### config.mk
export PLATFORM = sky130hd
export DESIGN_NAME = h_bridge_dead_time_sequencer_unit
export DESIGN_NICKNAME = d
export VERILOG_FILES = /design/src/hw/rtl/h_bdts_pkg.sv /design/src/hw/rtl/h_bridge_dead_time_sequencer_unit.sv
export SDC_FILE = /design/constraint.sdc
export NUM_CORES = 1
export LEC_CHECK = 0
export BUFFER_PORTS_ARGS = -buffer_cell sky130_fd_sc_hd__buf_4
export CORE_MARGIN = 8
export CORE_UTILIZATION = 57
export DETAILED_ROUTE_END_ITERATION = 10
export PLACE_DENSITY = 0.81
export SLEW_MARGIN = 15
export SYNTH_ARGS = -nofsm -noshare
export SYNTH_HDL_FRONTEND = slang
export SYNTH_SLANG_ARGS = --single-unit
### constraint.sdc
create_clock -name i_clk -period 2.5 [get_ports i_clk]
set_input_delay 0.5 -clock i_clk [delete_from_list [all_inputs] [get_ports i_clk]]
set_output_delay 0.5 -clock i_clk [all_outputs]
set_load 0.01 [all_outputs]
### src/hw/rtl/h_bdts_pkg.sv
// Package for the H-bridge dead-time sequencer: phase codes, gate bit
// positions, counter width and stream field layout. No dependencies.
package h_bdts_pkg;

    // Wait counter width; the wait limit saturates at its maximum.
    localparam int CountWidth  = 16;
    localparam int DeadWidth   = 16;
    localparam int LimitWidth  = (CountWidth > DeadWidth) ? CountWidth : DeadWidth;

    localparam logic [DeadWidth-1:0] DeadTimeReset = DeadWidth'(100);

    typedef logic [CountWidth-1:0] t_count;
    typedef logic [DeadWidth-1:0]  t_dead;
    typedef logic [3:0]            t_phase;
    typedef logic [3:0]            t_gates;
    typedef logic [1:0]            t_mode;

    // Gate bit positions: high sides active low, low sides active high.
    localparam int GateHl = 0;
    localparam int GateHr = 1;
    localparam int GateLl = 2;
    localparam int GateLr = 3;

    localparam t_gates GatesHigh = t_gates'((1 << GateHl) | (1 << GateHr));
    localparam t_gates GatesLow  = t_gates'((1 << GateLl) | (1 << GateLr));
    localparam t_gates GateBitHr = t_gates'(1 << GateHr);
    localparam t_gates GateBitHl = t_gates'(1 << GateHl);
    localparam t_gates GateBitLl = t_gates'(1 << GateLl);
    localparam t_gates GateBitLr = t_gates'(1 << GateLr);

    // Sequencer phases.
    localparam t_phase PhPuStart  = 4'd0;
    localparam t_phase PhPuWait1  = 4'd1;
    localparam t_phase PhPuWait2  = 4'd2;
    localparam t_phase PhSample   = 4'd3;
    localparam t_phase PhBrkWait  = 4'd4;
    localparam t_phase PhFwdWait1 = 4'd5;
    localparam t_phase PhFwdWait2 = 4'd6;
    localparam t_phase PhFwdHold  = 4'd7;
    localparam t_phase PhRevWait1 = 4'd8;
    localparam t_phase PhRevWait2 = 4'd9;
    localparam t_phase PhRevHold  = 4'd10;

    localparam t_mode ModeStartup = 2'd0;
    localparam t_mode ModeBrake   = 2'd1;
    localparam t_mode ModeForward = 2'd2;
    localparam t_mode ModeReverse = 2'd3;

    localparam int InDataWidth  = 8;
    localparam int OutDataWidth = 8;

    function automatic t_mode mode_of(input t_phase ph);
        t_mode m;
        if (ph <= PhPuWait2) begin
            m = ModeStartup;
        end else if (ph >= PhFwdWait1 && ph <= PhFwdHold) begin
            m = ModeForward;
        end else if (ph >= PhRevWait1 && ph <= PhRevHold) begin
            m = ModeReverse;
        end else begin
            m = ModeBrake;
        end
        return m;
    endfunction

endpackage

### src/hw/rtl/h_bridge_dead_time_sequencer_unit.sv
// H-bridge dead-time sequencer: phase/wait state machine with a registered
// stream output. Depends on h_bdts_pkg.
//
// The result of an input transfer is on the output register in the next cycle.
// The unit takes one item per cycle unless the output stalls; the output
// register accepts a new item in the cycle its current result is taken.
// Reset (synchronous, active low): power-up phase, wait count zero, all gate
// pins low, dead_time 100, no result pending.
module h_bridge_dead_time_sequencer_unit (
    input  logic                                i_clk,
    input  logic                                i_rst_n,
    input  logic                                i_cfg_wr_en,
    input  logic [h_bdts_pkg::DeadWidth-1:0]    i_cfg_wr_data,    // dead_time
    input  logic                                i_s_axis_tvalid,
    output logic                                o_s_axis_tready,
    input  logic [h_bdts_pkg::InDataWidth-1:0]  i_s_axis_tdata,   // [0] fwd_level, [1] rev_level
    output logic                                o_m_axis_tvalid,
    input  logic                                i_m_axis_tready,
    output logic [h_bdts_pkg::OutDataWidth-1:0] o_m_axis_tdata    // [0] high_left_pin,
                                                                  // [1] high_right_pin,
                                                                  // [2] low_left_pin,
                                                                  // [3] low_right_pin,
                                                                  // [5:4] drive_mode
);
    import h_bdts_pkg::*;

    localparam logic [LimitWidth-1:0] CountMax = LimitWidth'({CountWidth{1'b1}});

    t_dead   r_dead_time;
    t_phase  r_phase, n_phase;
    t_count  r_wait_cnt, n_wait_cnt;
    t_gates  r_gates, n_gates;
    logic    r_out_valid;
    logic [OutDataWidth-1:0] r_out_data;

    logic                  in_xfer;
    logic                  fwd, rev;
    logic [LimitWidth-1:0] dead_ext, limit;
    logic                  wait_over;

    assign o_s_axis_tready = !r_out_valid || i_m_axis_tready;
    assign in_xfer         = i_s_axis_tvalid && o_s_axis_tready;
    assign fwd             = i_s_axis_tdata[0];
    assign rev             = i_s_axis_tdata[1];

    assign dead_ext  = LimitWidth'(r_dead_time);
    assign limit     = (dead_ext > CountMax) ? CountMax : dead_ext;
    assign wait_over = !(LimitWidth'(r_wait_cnt) < limit);

    always_comb begin
        n_phase    = r_phase;
        n_wait_cnt = r_wait_cnt;
        n_gates    = r_gates;
        if (!wait_over) begin
            // only used in wait phases; other phases ignore this default
            n_wait_cnt = r_wait_cnt + t_count'(1);
        end
        unique case (r_phase)
            PhPuStart: begin
                n_gates = r_gates & ~GatesHigh;
                n_wait_cnt = '0;
                n_phase = PhPuWait1;
            end
            PhPuWait1: begin
                if (wait_over) begin
                    n_gates = r_gates | GatesHigh;
                    n_wait_cnt = '0;
                    n_phase = PhPuWait2;
                end
            end
            PhPuWait2, PhBrkWait: begin
                if (wait_over) begin
                    n_gates = r_gates | GatesLow;
                    n_wait_cnt = '0;
                    n_phase = PhSample;
                end
            end
            PhFwdWait1: begin
                if (wait_over) begin
                    n_gates = r_gates & ~GateBitHr;
                    n_wait_cnt = '0;
                    n_phase = PhFwdWait2;
                end
            end
            PhFwdWait2: begin
                if (wait_over) begin
                    n_gates = r_gates | GateBitLl;
                    n_wait_cnt = '0;
                    n_phase = PhFwdHold;
                end
            end
            PhRevWait1: begin
                if (wait_over) begin
                    n_gates = r_gates & ~GateBitHl;
                    n_wait_cnt = '0;
                    n_phase = PhRevWait2;
                end
            end
            PhRevWait2: begin
                if (wait_over) begin
                    n_gates = r_gates | GateBitLr;
                    n_wait_cnt = '0;
                    n_phase = PhRevHold;
                end
            end
            default: begin
                // sample; hold phases only resample once commands are equal
                n_wait_cnt = r_wait_cnt;
                if (fwd == rev) begin
                    n_gates = r_gates | GatesHigh;
                    n_wait_cnt = '0;
                    n_phase = PhBrkWait;
                end else if (r_phase != PhFwdHold && r_phase != PhRevHold) begin
                    n_gates = r_gates & ~GatesLow;
                    n_wait_cnt = '0;
                    n_phase = fwd ? PhFwdWait1 : PhRevWait1;
                end
            end
        endcase
    end

    always_ff @(posedge i_clk) begin
        if (!i_rst_n) begin
            r_dead_time <= DeadTimeReset;
            r_phase     <= PhPuStart;
            r_wait_cnt  <= '0;
            r_gates     <= '0;
            r_out_valid <= 1'b0;
        end else begin
            if (i_cfg_wr_en) begin
                r_dead_time <= i_cfg_wr_data;
            end
            if (in_xfer) begin
                r_phase     <= n_phase;
                r_wait_cnt  <= n_wait_cnt;
                r_gates     <= n_gates;
                r_out_valid <= 1'b1;
            end else if (i_m_axis_tready) begin
                r_out_valid <= 1'b0;
            end
        end
    end

    always_ff @(posedge i_clk) begin
        if (in_xfer) begin
            r_out_data <= {2'b00, mode_of(n_phase), n_gates};
        end
    end

    assign o_m_axis_tvalid = r_out_valid;
    assign o_m_axis_tdata  = r_out_data;

`ifndef SYNTHESIS
    // a high side on with the low side of its own leg on is shoot-through
    a_no_shoot_left: assert property (@(posedge i_clk) disable iff (!i_rst_n)
        !(!r_gates[GateHl] && r_gates[GateLl]))
        else $error("left leg shoot-through");

    a_no_shoot_right: assert property (@(posedge i_clk) disable iff (!i_rst_n)
        !(!r_gates[GateHr] && r_gates[GateLr]))
        else $error("right leg shoot-through");

    a_fwd_hold_gates: assert property (@(posedge i_clk) disable iff (!i_rst_n)
        (r_phase == PhFwdHold) |-> (r_gates == (GateBitHl | GateBitLl)))
        else $error("forward hold with wrong gate levels");

    a_xfer_gives_result: assert property (@(posedge i_clk) disable iff (!i_rst_n)
        in_xfer |=> r_out_valid)
        else $error("accepted item produced no result");

    a_state_only_on_xfer: assert property (@(posedge i_clk) disable iff (!i_rst_n)
        !in_xfer |=> ($stable(r_gates) && $stable(r_phase)))
        else $error("state changed without an input transfer");
`endif

endmodule
==> impl_results.md, run 1 <==
* Via count at 2266
* Endpoint class of the critical path: flop
* Routed Wire Length at 5870 µm
* Antenna diodes at 0
* Most used DFF post-synth: dfxtp_1
* Arrival time at the worst endpoint at 2.45 ns
* Drc violations at 0
* Num CTS Buffers at 5
* Pwr dens at 532 nW/µm²
* Clock buffer depth at 2
* Global-route wire length before repair at 9490 µm
* Switch share at 25.9%
* Area grow syn2layout at 19.2%
* Global route total overflow at 0
* Detailed Place HPWL at 4080 µm
* Max Freq at 418 MHz
* Synth top area share at 31.6%
* Avg WL per Cell at 14.8 µm
* CTS Hold Bufs at 0
* Starting density of the core at 59.2%
* Final #Nets at 388
* Fin crit share at 95.6%
* Post-route worst setup slack at 0.110 ns
* Static leakage at 1.36 nW
* Later-pin clock latency in the skew report at 0.30 ns
* Die footprint at 6970 µm²
* Fraction of layout cells with a size suffix above 1 at 18.3%
* Mean Syn Cell Area at 8.52 µm²
* Ys Warns at 0
* Critical Path Fanout Max at 5
* H-tree levels at 2
* Final slew viol count at 0
* Area of the mapped netlist at 2600 µm²
* Pint at 1.22 mW
* Async SR Flop Fraction at 0%
* CTS tree: yes
* Min-delay worst type: primary input to flop
* Gr usage total at 16.1%
* Final Setup Violations at 0
* Clock network fraction of total power at 33.6%
* Die height at 83.5 µm
* Post-synthesis sequential area ratio at 38.5%
* #FFs+latches synth at 47
* Core Footprint at 4380 µm²
* Area occupied by multi-input gates at 1520 µm²
* Total power draw at 1.65 mW
* Maximum vdd drop at 0.423 mV
* Initial antenna violation count at 0
* Setup TNS at 0 ns
* Vias per cell at 5.72
* Gate power share at 16.9%
* Tmin final at 2.39 ns
* Status: finished, final reports clean
* Critical path type: flop to flop
* Root buf cell: clkbuf_8
* Filler Cells Inserted at 342
* Hold Vio Cnt, Final at 0
* Cell accounting for the most synthesized area: dfxtp_1
* Post-synth cell types at 51
* Routed Antenna Nets at 0
* Placer's final routability congestion estimate at 0.862
* Core Util, Final at 70.6%
* Num Clock Sinks at 47
* Post-synth EDFFs at 6
* Data required, critical path at 2.56 ns
* Vias in the first global route at 2117
* Hold WS at 0.410 ns
* Chip width at 83.5 µm
* Sequential share of power at 49.6%
* Startpoint types: flop
* Largest net degree at the start of global routing at 23
* Ports at 39
* Starting DRT DRC Count at 112
* Slew headroom at 49.4%
* Port Buffers at 30
* Clk pin slew, worst setup/hold paths at 0.09 ns
* Sequential cell area at 1000 µm²
* Max-cap viol count at 0
* Switching power at 0.427 mW
* Gate Count Post-Synth at 305
* Synth area leaders: dfxtp_1 32%, ha_1 7.7%, edfxtp_1 6.9%
* Placement Setup Slack at -0.00332 ns
* Clock Skew at 0.0135 ns
* Drt first pass iters at 4
* Rows at 24
* Slew at the pin closest to its max-slew limit at 0.759 ns
[kinds of logic after synthesis]
kind of cell	count (synthesis)	share of synthesized area (%)
AO/OA/AOI/OAI	65	17.5
XOR/XNOR	15	5.06
adder cells (fa/ha/maj)	16	7.71
buffers and inverters	33	5.11
flip-flops	47	38.5
multiplexers	16	6.21
other	1	0.144
AND/OR/NAND/NOR	112	19.7
[flip-flops by register name, indices dropped and copies added (netlist names)]
name and cells:
o_m_axis_tvalid 1, o_m_axis_tdata 6, r_gates 4, r_phase 4
r_wait_cnt 16, dead_ext 16
[through the flow]
step / area [µm²] / cells
floorplan: 2600 / 306
global placement: 2910 / 383
detailed placement: 2910 / 383
CTS: 3040 / 394
global route: 3100 / 396
finish: 3100 / 396
[worst max-delay path, stage by stage, from the launching register on]
cell and delay [ns]:
dfxtp_1 0.34, inv_1 0.05, ha_1 0.28, and4_4 0.21, a21o_1 0.20, o21ai_4 0.19, o211ai_4 0.15, o221a_1 0.28
o31a_1 0.30, nand2b_1 0.14
[Yosys cell counts (3+ instances only)]
cell type and instances:
and4_1 3, inv_1 19, mux2i_1 15, xor2_1 13
nor2b_1 5, nand2_1 31, a21boi_0 4, nand3_1 9
a21o_1 3, a21oi_1 18, dfxtp_1 41, o211ai_1 3
nor2_1 44, clkbuf_1 10, ha_1 16, edfxtp_1 6
o21ai_1 4, nand4_1 7, nor3_1 3, nand2b_1 4
o21ai_0 9
[power groups by stage]
stage	clock network, mW	registers [mW]	logic (mW)
2_1_floorplan	0	0.836	0.170
3_3_place_gp	0	0.833	0.257
3_5_place_dp	0	0.834	0.264
6_report	0.553	0.816	0.277
5_1_grt	0.594	0.821	0.307
4_1_cts	0.564	0.817	0.266
[area by class of cell]
cell class	count	share of cell area (%)
clock buffers	7	2.46
clock inverters	1	0.970
inverters	19	2.30
multi-input cells	227	49.0
flip-flops and latches	47	32.3
well taps	52	2.10
repair buffers	43	10.8
[path summary, 6_finish.rpt]
path | end | startpoint | cells after the start | slack, ns
max | o_m_axis_tdata[5] | dead_ext[9] | 9 | 0.11
min | dead_ext[6] | i_cfg_wr_data[6] | 3 | 0.41
max reg2reg | o_m_axis_tdata[5] | dead_ext[9] | 9 | 0.11
min reg2reg | r_gates[3] | r_gates[3] | 2 | 0.47
[what timing repair did]
action                                  CTS  global route
cloned                                    0             1
resized for setup                         0             9
pin swaps                                 0             4
hold endpoints to repair                  0             0
buffers inserted                          3             1
endpoints found under the setup margin    1            16
[layout by cell type, fill, tap and decap left out, types with 2 or more instances in the layout]
cell type	netlist	routed
a211oi_1	2	2
a21boi_0	4	3
a21o_1	3	3
a21oi_1	18	18
a22o_1	2	2
a311oi_1	2	2
a31o_2	2	2
a31oi_1	2	2
and4_1	3	2
buf_4	2	42
clkbuf_1	10	2
clkbuf_8	0	5
conb_1	1	2
dfxtp_1	41	41
edfxtp_1	6	6
ha_1	16	16
inv_1	19	19
mux2i_1	15	15
nand2_1	31	30
nand2b_1	4	4
nand3_1	9	8
nand4_1	7	7
nor2_1	44	44
nor2b_1	5	5
nor3_1	3	2
o211ai_1	3	3
o21ai_0	9	9
o21ai_1	4	2
o311ai_1	2	2
xnor2_1	2	2
xor2_1	13	13
[metal layers]
| layer | GRT usage [%] | share of wire, % |
|---|---|---|
| met4 | 5.81 | 1.6 |
| met1 | 18.4 | 42 |
| met5 | 0 | 0 |
| met2 | 28.1 | 51 |
| met3 | 4.00 | 5.6 |
Power figures use the tool's default switching activity.
==> run 2: changes to the inputs <==
--- a/config.mk
+++ b/config.mk
@@ -8,6 +8,7 @@
 export BUFFER_PORTS_ARGS = -buffer_cell sky130_fd_sc_hd__buf_4
 export CORE_MARGIN = 8
 export CORE_UTILIZATION = 57
+export CTS_BUF_LIST = sky130_fd_sc_hd__clkbuf_16
 export DETAILED_ROUTE_END_ITERATION = 10
 export PLACE_DENSITY = 0.81
 export SLEW_MARGIN = 15
==> run 2 against run 1 <==
  * Sequential share of layout area shrank 0.54 points
  * Register-to-register slack lost 0.05 ns
  * Routed wire length grew 0.31%
  * Final area grew 1.7%
  * Hold slack gained 0.024 ns
  * Critical path type unchanged
  * Critical endpoint unchanged
  * Largest power group unchanged
==> impl_results.md, run 2 (same netlist as run 1, synthesis figures left out) <==
* Root buf cell: clkbuf_16
* Critical path type: flop to flop
* Detailed Place HPWL at 4080 µm
* CTS tree: yes
* Most common cell after layout, fill and taps aside: nor2_1
* Starting DRT DRC Count at 183
* Fraction of layout cells with a size suffix above 1 at 18.0%
* Starting density of the core at 59.2%
* Port Buffers at 30
* Min-delay worst type: primary input to flop
* Total power draw at 1.83 mW
* Filler Cells Inserted at 330
* Sequential cell area at 1000 µm²
* Num CTS Buffers at 5
* CTS Hold Bufs at 0
* Final #Nets at 388
* Hold Vio Cnt, Final at 0
* Rows at 24
* Commonest cells after routing, fill and taps aside: 44 x nor2_1, 42 x buf_4, 41 x dfxtp_1, 30 x nand2_1, 21 x inv_1
* Vias per cell at 5.74
* Gr usage total at 16.0%
* Tmin final at 2.44 ns
* Post-route worst setup slack at 0.0565 ns
* Status: finished, final reports clean
* Slew at the pin closest to its max-slew limit at 0.745 ns
* Critical Path Fanout Max at 5
* Core Footprint at 4380 µm²
* Finished Layout Cells at 396
* Pwr dens at 581 nW/µm²
* Maximum vdd drop at 0.429 mV
* Final Setup Violations at 0
* Ports at 39
* Clock buffer depth at 2
* Avg WL per Cell at 14.9 µm
* # placed instances at 383
* Drt first pass iters at 5
* Num Clock Sinks at 47
* Max Freq at 409 MHz
* Global-route wire length before repair at 9410 µm
* Area grow syn2layout at 21.2%
* Global route total overflow at 0
* Initial antenna violation count at 0
* Clk pin slew, worst setup/hold paths at 0.06 ns
* Fin crit share at 97.7%
* Endpoint class of the critical path: flop
* Hold WS at 0.434 ns
* H-tree levels at 2
* Area occupied by multi-input gates at 1510 µm²
* Static leakage at 1.40 nW
* Slew headroom at 50.3%
* Die footprint at 6970 µm²
* Clock Skew at 0.00670 ns
* Antenna diodes at 0
* Routed Wire Length at 5890 µm
* Largest net degree at the start of global routing at 23
* Data required, critical path at 2.53 ns
* Chip width at 83.5 µm
* Drc violations at 0
* Arrival time at the worst endpoint at 2.47 ns
* Vias in the first global route at 2061
* Final slew viol count at 0
* Routed Antenna Nets at 0
* Die height at 83.5 µm
* Via count at 2274
* Max-cap viol count at 0
* Placement Setup Slack at -0.00332 ns
* Placer's final routability congestion estimate at 0.862
* Startpoint types: flop
* Later-pin clock latency in the skew report at 0.28 ns
run 2: cell types whose count changed in the layout (fill, tap and decap cells not counted), sizes merged:
cell    before  now
clkbuf       7    5
inv         19   21
run 2: power by group:
part / total [mW] / internal [mW] / leakage [nW] / switching [mW]
combinational: 0.277 / 0.121 / 0.914 / 0.156
sequential: 0.817 / 0.800 / 0.396 / 0.0171
clock: 0.737 / 0.465 / 0.0864 / 0.272
total: 1.83 / 1.39 / 1.40 / 0.445
run 2: worst max-delay path, cell delays in order, from the launching register on:
cell	delay [ns]
dfxtp_1	0.35
ha_1	0.35
a21oi_1	0.16
a21boi_0	0.20
o21ai_4	0.26
o211ai_4	0.15
o221a_1	0.28
o31a_1	0.31
nand2b_1	0.14
run 2: metrics by stage:
stage	setup TNS (ns)	instance area, µm²	util (%)
4_1_cts	0	3100	70.6
3_3_place_gp	0	2910	66.4
6_report	0	3150	71.8
2_1_floorplan	0	2600	-
3_5_place_dp	-0.00332	2910	66.4
5_1_grt	-0.155	3150	71.8
run 2: final cells by class:
cell class / instances / share of cell area (%)
Clock buffer: 5 / 3.97
Tap cell: 52 / 2.07
Timing Repair Buffer: 43 / 10.6
Clock inverter: 3 / 1.19
Multi-Input combinational cell: 227 / 48.1
Sequential cell: 47 / 31.8
Inverter: 19 / 2.26
run 2: final timing paths:
kind,start,endpoint,slack [ns],cells past startpoint
worst max register to register,r_wait_cnt[10],o_m_axis_tdata[5],0.06,8
worst min register to register,r_gates[3],r_gates[3],0.47,2
worst max-delay path,r_wait_cnt[10],o_m_axis_tdata[5],0.06,8
worst min-delay path,i_cfg_wr_data[6],dead_ext[6],0.43,3
run 2: timing repair:
| action | CTS | global route |
|---|---|---|
| resized for setup | 0 | 7 |
| setup buffers | 3 | 1 |
| pin swaps | 0 | 4 |
| endpoints found under the setup margin | 1 | 15 |
| gates cloned | 0 | 1 |
run 2: layer usage:
| metal | GRT usage, % | part of all wire [%] |
|---|---|---|
| met4 | 5.49 | 1.4 |
| met2 | 27.4 | 50 |
| met3 | 4.30 | 6.1 |
| met1 | 18.8 | 43 |
| met5 | 0 | 0 |
==> run 3: changes to the inputs <==
--- a/config.mk
+++ b/config.mk
@@ -6,6 +6,7 @@
 export NUM_CORES = 1
 export LEC_CHECK = 0
 export BUFFER_PORTS_ARGS = -buffer_cell sky130_fd_sc_hd__buf_4
+export CORE_ASPECT_RATIO = 1.5
 export CORE_MARGIN = 8
 export CORE_UTILIZATION = 57
 export CTS_BUF_LIST = sky130_fd_sc_hd__clkbuf_16
@@ -15,3 +16,4 @@
 export SYNTH_ARGS = -nofsm -noshare
 export SYNTH_HDL_FRONTEND = slang
 export SYNTH_SLANG_ARGS = --single-unit
+export TNS_END_PERCENT = 10
==> constraint.sdc (replaced) <==
create_clock -name i_clk -period 2.5 [get_ports i_clk]
set_input_delay 0.25 -clock i_clk [delete_from_list [all_inputs] [get_ports i_clk]]
set_output_delay 0.25 -clock i_clk [all_outputs]
set_load 0.01 [all_outputs]
==> run 3 against run 2 <==
  * Count of clock-buffer cells in the layout stayed put
  * Via count is 1.1% lower
  * Total power is 7.2% lower
  * Core utilization is 4.0 points lower
  * Largest cell class unchanged
  * Final area is 3.7% lower
  * Critical path type unchanged
  * Hold slack worse by 0.25 ns
  * Clock skew is 0.0014 ns lower
  * Sequential cell count stayed put
  * Routed wire length is 5.1% lower
  * Sequential power is 0.6% higher
  * First-iteration DRC count is 22% lower
  * Register-to-register slack worse by 0.02 ns
==> impl_results.md, run 3 (same netlist as run 1, synthesis figures left out) <==
* Setup TNS at 0 ns
* Critical Path Fanout Max at 11
* Critical path endpoint: o_m_axis_tdata[4]
* Placement Setup Slack at 0.0483 ns
* Critical path's slowest cell: dfxtp_1
* Antenna diodes at 0
* Reg2Reg Setup Slack at 0.03 ns
* Static leakage at 1.35 nW
* Die height at 98.7 µm
* Post-CTS Resized at 0
* Critical path type: flop to flop
* Critical Path Source: r_wait_cnt[9]
* Reg2reg end: o_m_axis_tdata[4]
* Starting DRT DRC Count at 143
* Hold Vio Cnt, Final at 0
* Port Buffers at 30
* Via count at 2249
* R2r worst-path depth at 8
* Fin crit share at 98.6%
* Hold Crit Start: i_cfg_wr_data[6]
* Status: finished, final reports clean
* Rows at 30
* Maximum vdd drop at 0.382 mV
* Startpoint types: flop
* Fraction of layout cells with a size suffix above 1 at 15.3%
* Tmin final at 2.47 ns
* Final slew viol count at 0
* Gr usage total at 16.8%
* Chip width at 71.1 µm
* Crit. path cell count at 8
* Initial antenna violation count at 0
* Filler Cells Inserted at 392
* Final #Nets at 383
* Endpoint class of the critical path: flop
* Num CTS Buffers at 5
* CP peak stage delay at 0.33 ns
* Total power draw at 1.70 mW
* Max Freq at 406 MHz
* Die footprint at 7020 µm²
* Starting density of the core at 58.2%
* Buf/Inv on CP at 0
* Vias in the first global route at 2277
* Routed Wire Length at 5590 µm
* Final Setup Violations at 0
* Arrival time at the worst endpoint at 2.57 ns
* Placer's final routability congestion estimate at 0.867
* Global route total overflow at 0
* Post-CTS Setup Bufs at 0
* Slew headroom at 47.8%
* Clock Skew at 0.00535 ns
* Area occupied by multi-input gates at 1470 µm²
* Data required, critical path at 2.61 ns
* Drc violations at 0
* Clk pin slew, worst setup/hold paths at 0.06 ns
* Hold WS at 0.183 ns
* Num Clock Sinks at 47
* FF-to-FF Start: r_wait_cnt[9]
* Slew at the pin closest to its max-slew limit at 0.782 ns
* Ports at 39
* Vias per cell at 5.81
* Root buf cell: clkbuf_16
* Pwr dens at 560 nW/µm²
* Core Footprint at 4470 µm²
* CTS Hold Bufs at 0
* Detailed Place HPWL at 3980 µm
* Crit path max-delay family: compound AO/OA/AOI/OAI gates
* CTS tree: yes
* Routed Antenna Nets at 0
* Post-route worst setup slack at 0.0341 ns
* Most common cell after layout, fill and taps aside: nor2_1
* Drt first pass iters at 4
* Avg WL per Cell at 14.5 µm
* Later-pin clock latency in the skew report at 0.28 ns
* Critical-path cell list: ha_1, and4_1, a21o_1, o21ai_1, o211ai_4, o221a_1, o31a_1, a311oi_1
* Largest net degree at the start of global routing at 23
* Max-cap viol count at 0
* Min-delay worst type: primary input to flop
* Area grow syn2layout at 16.7%
* H-tree levels at 2
* Commonest cells after routing, fill and taps aside: 44 x nor2_1, 41 x dfxtp_1, 39 x buf_4, 30 x nand2_1, 22 x inv_1
* Global-route wire length before repair at 9720 µm
* RSZ-0062 raised after global routing: true
* Clock buffer depth at 2
* Sequential cell area at 1000 µm²
run 3: metrics by stage:
stage               area [µm²]  std cells  util (%)
floorplan                 2600        306         -
global placement          2890        379      64.8
detailed placement        2890        379      64.8
CTS                       3030        387      67.8
global route              3030        387      67.9
finish                    3030        387      67.9
run 3: how the worst min path moves through the flow:
stage	endpoint	slack [ns]	cells past startpoint
6_report	dead_ext[6]	0.18	3
3_3_place_gp	r_gates[3]	0.45	2
4_1_cts	dead_ext[5]	0.18	3
3_5_place_dp	r_gates[3]	0.45	2
2_1_floorplan	dead_ext[2]	0.35	1
5_1_grt	dead_ext[5]	0.20	3
run 3: tightest hold or removal path: cells and delay by family:
family	cells	cell delay [ns]
simple gates	1	0.04
compound gates	1	0.06
buf+inv	1	0.07
run 3: final cells by class:
| type | instances | area share [%] |
|---|---|---|
| timing repair buffer | 39 | 9.66 |
| sequential | 47 | 33.0 |
| multi-input combinational | 226 | 48.5 |
| clock buffer | 5 | 4.13 |
| inverter | 19 | 2.35 |
| tap | 48 | 1.98 |
| clock inverter | 3 | 0.371 |
run 3: power breakdown:
| group | leakage, nW | internal (mW) | total (mW) | switching [mW] |
|---|---|---|---|---|
| clock network | 0.0776 | 0.360 | 0.619 | 0.259 |
| registers | 0.396 | 0.800 | 0.822 | 0.0215 |
| logic | 0.872 | 0.114 | 0.258 | 0.145 |
| total | 1.35 | 1.27 | 1.70 | 0.426 |
run 3: routing by layer:
layer,global-route usage (%),wire (µm)
met5,0,0
met4,7.57,136
met3,3.56,160
met2,32.3,3080
met1,16.5,2220
